### src/rrts_pkg.sv
// Shared types and constants for the round-robin tick scheduler.
`timescale 1ns / 1ps
package rrts_pkg;

  localparam int MAX_PROCS_DEFAULT = 16;
  localparam int ID_W      = 4;
  localparam int NUM_IDS   = 16;
  localparam int BURST_W   = 8;
  localparam int QUANTUM_W = 8;
  localparam int TIME_W    = 16;

  localparam logic [QUANTUM_W-1:0] QUANTUM_RESET = 8'd2;
  localparam logic [TIME_W-1:0]    TIME_MAX      = 16'hFFFF;

  localparam int S_TDATA_W = 16;
  localparam int M_TDATA_W = 40;
  localparam int M_TUSER_W = 2;

  typedef struct packed {
    logic               valid;
    logic [ID_W-1:0]    id;
    logic [BURST_W-1:0] burst;
  } arrival_t;

  typedef struct packed {
    logic              busy_res;
    logic [ID_W-1:0]   run_id;
    logic              finished;
    logic [TIME_W-1:0] wait_time;
    logic [TIME_W-1:0] turnaround_time;
    logic              arrival_dropped;
  } result_t;

endpackage

### src/round_robin_tick_scheduler.sv
// Top level of the round-robin tick scheduler: stream ports, quantum register, staging.
//
//  channel   | ports                          | payload
//  ----------+--------------------------------+-------------------------------------
//  in  (tick)| s_tvalid s_tready s_tdata      | s_tuser: arrive_valid
//            | s_tuser                        | s_tdata: arrive_id, arrive_burst
//  out (res) | m_tvalid m_tready m_tdata      | m_tuser: busy_res, finished
//            | m_tuser                        | m_tdata: run_id, wait_time,
//            |                                |   turnaround_time, arrival_dropped
//  config    | cfg_wr_en cfg_wr_data          | time_quantum
//
// Each transaction is one time unit. It lands in an input register, the whole tick
// (enqueue, requeue, run of the head, time math) resolves combinationally against the
// scheduler state, and the result is captured in the output register; one transaction
// per cycle is sustained while m_tready holds.
// The input register takes a new transaction whenever it is empty or moves on, so a
// result waiting on m_tready does not stop the next tick from being staged.
// Reset clears the queue pointers, slice, time and the quantum (to 2); the tables need
// no clearing pass, so the block is ready as soon as reset is released.
`timescale 1ns / 1ps
module round_robin_tick_scheduler #(
  parameter int MAX_PROCS = rrts_pkg::MAX_PROCS_DEFAULT
) (
  input  logic                               clk,
  input  logic                               rst,
  // tick input
  input  logic                               s_tvalid,
  output logic                               s_tready,
  input  logic [rrts_pkg::S_TDATA_W-1:0]     s_tdata,   // [3:0] arrive_id, [11:4] arrive_burst
  input  logic                               s_tuser,   // [0] arrive_valid
  // result output
  output logic                               m_tvalid,
  input  logic                               m_tready,
  output logic [rrts_pkg::M_TDATA_W-1:0]     m_tdata,   // [3:0] run_id, [19:4] wait_time,
                                                        // [35:20] turnaround_time,
                                                        // [36] arrival_dropped
  output logic [rrts_pkg::M_TUSER_W-1:0]     m_tuser,   // [0] busy_res, [1] finished
  // quantum register write
  input  logic                               cfg_wr_en,
  input  logic [rrts_pkg::QUANTUM_W-1:0]     cfg_wr_data
);
  import rrts_pkg::*;

  logic [QUANTUM_W-1:0] quantum;

  // Input stage.
  logic     in_v;
  arrival_t in_item;

  // Output stage.
  result_t  res_comb;
  result_t  res_reg;
  logic     out_v;

  logic     fire;

  // Advance a staged tick when the output register is free or being drained.
  assign fire     = in_v && (!out_v || m_tready);
  assign s_tready = !in_v || fire;

  always_ff @(posedge clk) begin
    if (rst) begin
      quantum <= QUANTUM_RESET;
    end else if (cfg_wr_en) begin
      quantum <= cfg_wr_data;
    end
  end

  always_ff @(posedge clk) begin
    if (rst) begin
      in_v <= 1'b0;
    end else if (s_tready) begin
      in_v <= s_tvalid;
    end
  end

  // Payload holds while stalled; no reset needed.
  always_ff @(posedge clk) begin
    if (s_tvalid && s_tready) begin
      in_item.valid <= s_tuser;
      in_item.id    <= s_tdata[ID_W-1:0];
      in_item.burst <= s_tdata[ID_W +: BURST_W];
    end
  end

  rrts_sched #(
    .MAX_PROCS (MAX_PROCS)
  ) u_sched (
    .clk     (clk),
    .rst     (rst),
    .tick    (fire),
    .arr     (in_item),
    .quantum (quantum),
    .res     (res_comb)
  );

  always_ff @(posedge clk) begin
    if (rst) begin
      out_v <= 1'b0;
    end else if (fire) begin
      out_v <= 1'b1;
    end else if (m_tready) begin
      out_v <= 1'b0;
    end
  end

  always_ff @(posedge clk) begin
    if (fire) begin
      res_reg <= res_comb;
    end
  end

  assign m_tvalid = out_v;
  assign m_tdata  = {3'b000, res_reg.arrival_dropped, res_reg.turnaround_time,
                     res_reg.wait_time, res_reg.run_id};
  assign m_tuser  = {res_reg.finished, res_reg.busy_res};

endmodule

### src/rrts_sched.sv
// Scheduler state and the single-tick update: ready queue, per-id tables, slice and time.
`timescale 1ns / 1ps
module rrts_sched #(
  parameter int MAX_PROCS = rrts_pkg::MAX_PROCS_DEFAULT
) (
  input  logic                               clk,
  input  logic                               rst,
  input  logic                               tick,
  input  rrts_pkg::arrival_t                 arr,
  input  logic [rrts_pkg::QUANTUM_W-1:0]     quantum,
  output rrts_pkg::result_t                  res
);
  import rrts_pkg::*;

  localparam int IDX_W = (MAX_PROCS > 2) ? $clog2(MAX_PROCS) : 1;
  localparam int CNT_W = $clog2(MAX_PROCS + 1);
  localparam logic [IDX_W-1:0] LAST_IDX = IDX_W'(MAX_PROCS - 1);
  localparam logic [CNT_W-1:0] FULL_CNT = CNT_W'(MAX_PROCS);
  localparam logic [CNT_W:0]   FULL_OCC = (CNT_W + 1)'(MAX_PROCS);

  // Ready queue and per-id tables; contents are meaningless until written.
  logic [ID_W-1:0]    queue [MAX_PROCS];
  logic [BURST_W-1:0] rem_tab [NUM_IDS];
  logic [BURST_W-1:0] burst_tab [NUM_IDS];
  logic [TIME_W-1:0]  arr_tab [NUM_IDS];

  logic [IDX_W-1:0]     head, head_next;
  logic [IDX_W-1:0]     tail, tail1, tail2;
  logic [CNT_W-1:0]     count, count1, count2, count_next;
  logic [QUANTUM_W-1:0] slice, slice_next;
  logic [TIME_W-1:0]    ctime;
  logic                 rq_pending, rq_pending_next;
  logic [ID_W-1:0]      rq_id, rq_id_next;

  logic                 drop, take, push_rq;
  logic [BURST_W-1:0]   burst_eff;
  logic [ID_W-1:0]      head_id;
  logic                 hit;
  logic [BURST_W-1:0]   rem_cur, burst_cur, rem_dec;
  logic [TIME_W-1:0]    arr_cur, done, tat, wt;
  logic [QUANTUM_W-1:0] q_eff, sl, sl_dec;
  logic                 rem_wr;

  function automatic logic [IDX_W-1:0] idx_inc(input logic [IDX_W-1:0] i);
    return (i == LAST_IDX) ? '0 : i + 1'b1;
  endfunction

  always_comb begin
    // Arrival goes in first, holding one slot back for a pending requeue.
    drop      = arr.valid && (((CNT_W + 1)'(count) + (CNT_W + 1)'(rq_pending)) >= FULL_OCC);
    take      = arr.valid && !drop;
    burst_eff = (arr.burst == '0) ? BURST_W'(1) : arr.burst;
    tail1     = take ? idx_inc(tail) : tail;
    count1    = count + CNT_W'(take);
    push_rq   = rq_pending && (count1 != FULL_CNT);
    tail2     = push_rq ? idx_inc(tail1) : tail1;
    count2    = count1 + CNT_W'(push_rq);

    // Forward the pushed id when the queue was empty at the start of the tick.
    head_id   = (count != '0) ? queue[head] : (take ? arr.id : rq_id);
    hit       = take && (arr.id == head_id);
    rem_cur   = hit ? burst_eff : rem_tab[head_id];
    burst_cur = hit ? burst_eff : burst_tab[head_id];
    arr_cur   = hit ? ctime : arr_tab[head_id];

    q_eff     = (quantum == '0) ? QUANTUM_W'(1) : quantum;
    sl        = (slice == '0) ? q_eff : slice;
    sl_dec    = sl - 1'b1;
    rem_dec   = rem_cur - 1'b1;

    done      = (ctime != TIME_MAX) ? ctime + 1'b1 : ctime;
    tat       = (done >= arr_cur) ? done - arr_cur : '0;
    wt        = (tat >= TIME_W'(burst_cur)) ? tat - TIME_W'(burst_cur) : '0;

    head_next       = head;
    count_next      = count2;
    slice_next      = slice;
    rq_pending_next = 1'b0;
    rq_id_next      = rq_id;
    rem_wr          = 1'b0;
    res             = '0;
    res.arrival_dropped = drop;

    if (count2 != '0) begin
      if (rem_cur == '0) begin
        // Stale entry left by a repeated id: drop it without running.
        head_next  = idx_inc(head);
        count_next = count2 - 1'b1;
        slice_next = '0;
      end else begin
        res.busy_res = 1'b1;
        res.run_id   = head_id;
        rem_wr       = 1'b1;
        slice_next   = sl_dec;
        if (rem_dec == '0) begin
          res.finished        = 1'b1;
          res.turnaround_time = tat;
          res.wait_time       = wt;
          head_next           = idx_inc(head);
          count_next          = count2 - 1'b1;
          slice_next          = '0;
        end else if (sl_dec == '0) begin
          head_next       = idx_inc(head);
          count_next      = count2 - 1'b1;
          rq_pending_next = 1'b1;
          rq_id_next      = head_id;
        end
      end
    end
  end

  always_ff @(posedge clk) begin
    if (rst) begin
      head       <= '0;
      tail       <= '0;
      count      <= '0;
      slice      <= '0;
      ctime      <= '0;
      rq_pending <= 1'b0;
      rq_id      <= '0;
    end else if (tick) begin
      head       <= head_next;
      tail       <= tail2;
      count      <= count_next;
      slice      <= slice_next;
      ctime      <= (ctime != TIME_MAX) ? ctime + 1'b1 : ctime;
      rq_pending <= rq_pending_next;
      rq_id      <= rq_id_next;
    end
  end

  always_ff @(posedge clk) begin
    if (tick) begin
      if (take) begin
        queue[tail]       <= arr.id;
        burst_tab[arr.id] <= burst_eff;
        arr_tab[arr.id]   <= ctime;
      end
      // The run update wins over a same-tick arrival for the same id.
      if (take && !(rem_wr && hit)) begin
        rem_tab[arr.id] <= burst_eff;
      end
      if (push_rq) begin
        queue[tail1] <= rq_id;
      end
      if (rem_wr) begin
        rem_tab[head_id] <= rem_dec;
      end
    end
  end

endmodule

### config.mk
export PLATFORM = sky130hd
export DESIGN_NAME = round_robin_tick_scheduler
export DESIGN_NICKNAME = d
export VERILOG_FILES = /design/src/rrts_pkg.sv /design/src/round_robin_tick_scheduler.sv /design/src/rrts_sched.sv
export SDC_FILE = /design/constraint.sdc
export NUM_CORES = 1
export LEC_CHECK = 0
export ABC_CLOCK_PERIOD_IN_PS = 25800
export BUFFER_PORTS_ARGS = -buffer_cell sky130_fd_sc_hd__buf_2
export CORE_UTILIZATION = 40
export DETAILED_ROUTE_END_ITERATION = 16
export PLACE_DENSITY_LB_ADDON = 0.05
export SETUP_SLACK_MARGIN = 0.5
export SYNTH_ARGS = -nofsm -noshare
export SYNTH_HDL_FRONTEND = slang
export SYNTH_SLANG_ARGS = --single-unit
export TNS_END_PERCENT = 30
### constraint.sdc
create_clock -name clk -period 25.8 [get_ports clk]
set_input_delay 5.16 -clock clk [delete_from_list [all_inputs] [get_ports clk]]
set_output_delay 5.16 -clock clk [all_outputs]
set_load 0.01 [all_outputs]
==> run_results.csv <==
group,metric,value,unit
status,run_status,"complete, no violations",
yosys,synthesis.area,32500,µm²
yosys,netlist_instances,2810,
detailed_routing,wl,97300,µm
flow_run,cap_viol_max_count,0,
pwr,leakage,0.0130,µW
clock_tree,cts.clk_slew.worst_paths,0.06,ns
clock_tree,cts.repair.resized,0,
final_layout,final_common_cell,"edfxtp_1",
sta,period_needed,11.25,ns
sta,finalSetupViolations,0,
floorplan,rows,104,
sta,grt_setup_unrepaired,"no",
final_layout,area_delta_synth_final,12.8,%
floorplan,io_pins,74,
final_layout,final_cell_mix,"edfxtp_1, nand2_1, nand3_1, a21oi_1, mux2_2",
setup_path,arrival,11.59,ns
setup_path,start_kind,"register",
placed_design,io_buffers,66,
detailed_routing,wl_per_cell,24.6,µm
clock_tree,clock_path_buffers,3,
setup_path,cp_common_cell,"a21oi_1",
setup_path,timing.rr.start,"u_sched.count[2]",
floorplan,fp.dieW,287,µm
sta,clock.fmax,88.9,MHz
floorplan,core,80400,µm²
pwr,ir_drop,0.0605,mV
detailed_routing,drt-pass1-iter-count,8,
sta,slew_headroom,26.4,%
global_route,grt_pass1_vias,21700,
placed_design,place.gp.congestion,0.882,
detailed_routing,drt-initial-drc-count,1872,
hold_path,hp-start,"u_sched.rq_pending",
hold_path,hold_class,"reg -> reg",
final_layout,final_layout_size_suffix_gt1_share,16.0,%
sta,skew,0.0235,ns
yosys,synth_cell_types,84,
clock_tree,htree_levels,3,
setup_path,end_kind,"register",
yosys,synth_edf_count,628,
placed_design,hpwl,57100,µm
clock_tree,cts_hold_buf,0,
clock_tree,clock_latency,0.64,ns
yosys,synth_top_area_share,58.1,%
detailed_routing,antenna_violating_nets_post_route,0,
yosys,synth_area_leaders,"edfxtp_1, nand2_1, mux2_2, nand3_1, dfxtp_1",
yosys,async_flop_share,0,%
pwr,powerDensity,79.9,nW/µm²
floorplan,die_h,287,µm
clock_tree,cts_tree,"done",
final_layout,fin_nets,2911,
clock_tree,root_buffer,"clkbuf_16",
global_route,grt_max_degree,155,
setup_path,critical_path.startpoint,"u_sched.count[2]",
floorplan,die_area,82300,µm²
pwr,combPwrFrac,20.6,%
setup_path,max_stage_delay,0.89,ns
final_layout,antennaDiodeCount,0,
setup_path,crit_slowest_cell,"a21oi_1",
detailed_routing,via_per_inst,5.64,
pwr,internal_power,2030,µW
final_layout,fillers,7338,
pwr,seq_power_share,42.1,%
final_layout,seq_area,20000,µm²
setup_path,cp_max_fo,154,
sta,drv_slew,0,
global_route,grt_pass1_wl,144000,µm
setup_path,worstSetupPathType,"reg -> reg",
clock_tree,cts.sinks,684,
yosys,synth_flop_cell,"edfxtp_1",
yosys,ys_seq_area_share,61.5,%
setup_path,crit_required,26.15,ns
sta,hold_viol,0,
yosys,yosys.area.top_type,"edfxtp_1",
pwr,switchingPower,896,µW
global_route,antenna_found_initial,0,
final_layout,multi_input_area,11800,µm²
pwr,switching_share,30.6,%
detailed_routing,dr_total_vias,22300,
sta,worstMarginPinSlew,1.10,ns
yosys,ys_seq_elements,684,
sta,finalSetupTns,0,ns
yosys,synth.avg_cell_area,11.6,µm²
floorplan,start_util,40.4,%
sta,post-route-period-util,43.6,%
global_route,grt_use_total,23.6,%
clock_tree,post_cts_buffers,0,
global_route,overflow,0,
pwr,pwr-share-clk,37.4,%
final_layout,fin_util,45.5,%
detailed_routing,drcViolationCount,0,
yosys,yosysWarnings,0,
clock_tree,numCtsBuffers,78,
-- critical path: cells and delay by family (launching register included) --
kind	cells	cell delay, ns
compound gates	21	5.13
fa+ha+maj	3	1.07
buf+inv	3	0.73
flops	1	0.39
simple gates	10	3.31
-- through the flow --
stage	worst slack [ns]	hold WS (ns)	area, µm²	std cells	power, µW
2_1_floorplan	15.18	0.458	32500	2812	1630
3_3_place_gp	14.75	0.476	34100	3816	1850
3_5_place_dp	14.68	0.483	34100	3816	1860
4_1_cts	14.64	0.491	36600	3960	2950
5_1_grt	13.87	0.510	36600	3960	3040
6_report	14.55	0.491	36600	3960	2930
-- per-layer routing --
layer | track usage (%) | vias up | part of all wire [%]
met1 | 31.5 | 11200 | 44
met4 | 6.95 | 0 | 2.8
met5 | 0 | - | 0
met3 | 3.15 | 155 | 4.9
li1 | - | 10400 | -
met2 | 39.7 | 631 | 49
-- layout make-up --
cell class | count | area share [%]
flip-flops and latches | 684 | 54.6
multi-input cells | 1893 | 32.1
inverters | 42 | 0.430
clock buffers | 97 | 5.75
repair buffers | 137 | 2.43
clock inverters | 47 | 1.10
well taps | 1060 | 3.62
-- power groups by stage --
stage / Combinational, µW / Clock [µW] / Sequential, µW
2_1_floorplan: 380 / 0 / 1250
3_3_place_gp: 598 / 0 / 1250
3_5_place_dp: 603 / 0 / 1250
4_1_cts: 605 / 1120 / 1230
5_1_grt: 654 / 1150 / 1230
6_report: 602 / 1090 / 1230
-- registers in the layout, summed over array words and instances (netlist names), 13 cells and up, named ones only --
| name | count |
|---|---|
| in_item | 13 |
| u_sched.queue | 64 |
| u_sched.burst_tab | 128 |
| u_sched.rem_tab | 128 |
| m_tdata | 37 |
| u_sched.ctime | 16 |
| u_sched.arr_tab | 256 |
-- cells in the mapped netlist (12+ instances only) --
cell type  number
clkbuf_1      135
or4_1          20
a222oi_1       12
xor2_1         23
a21o_1         18
and2_1         14
nor2_1        149
o22ai_1        21
and3_1         28
dfxtp_1        56
ha_1           43
o21ai_0        91
edfxtp_1      628
a22oi_1        15
buf_2          16
nand4_1        16
buf_1          27
inv_1          40
mux2i_1        74
nand2_1       558
nand3_1       226
xnor2_1        33
a31oi_1        15
nor3_1         18
mux2_2        138
a21oi_1       175
a221oi_1       12
nor4_1         16
o21bai_1       13
-- logic make-up (layout without fill, tap and decap cells) --
logic type,after synthesis,after routing,share of synthesized area [%]
buffers and inverters,235,323,3.06
AO/OA/AOI/OAI,447,447,8.69
XOR/XNOR,56,56,1.51
other,1,3,0.0116
adder cells (fa/ha/maj),45,45,1.78
multiplexers,228,228,7.87
AND/OR/NAND/NOR,1114,1114,15.6
flip-flops,684,684,61.5
-- path summary, 6_finish.rpt --
kind	to	slack (ns)	cells after the start
setup / recovery	m_tdata[13]	14.55	37
hold / removal	u_sched.rq_pending	0.49	2
setup reg to reg	m_tdata[13]	14.55	37
hold reg to reg	u_sched.rq_pending	0.49	2
Power figures use the tool's default switching activity.
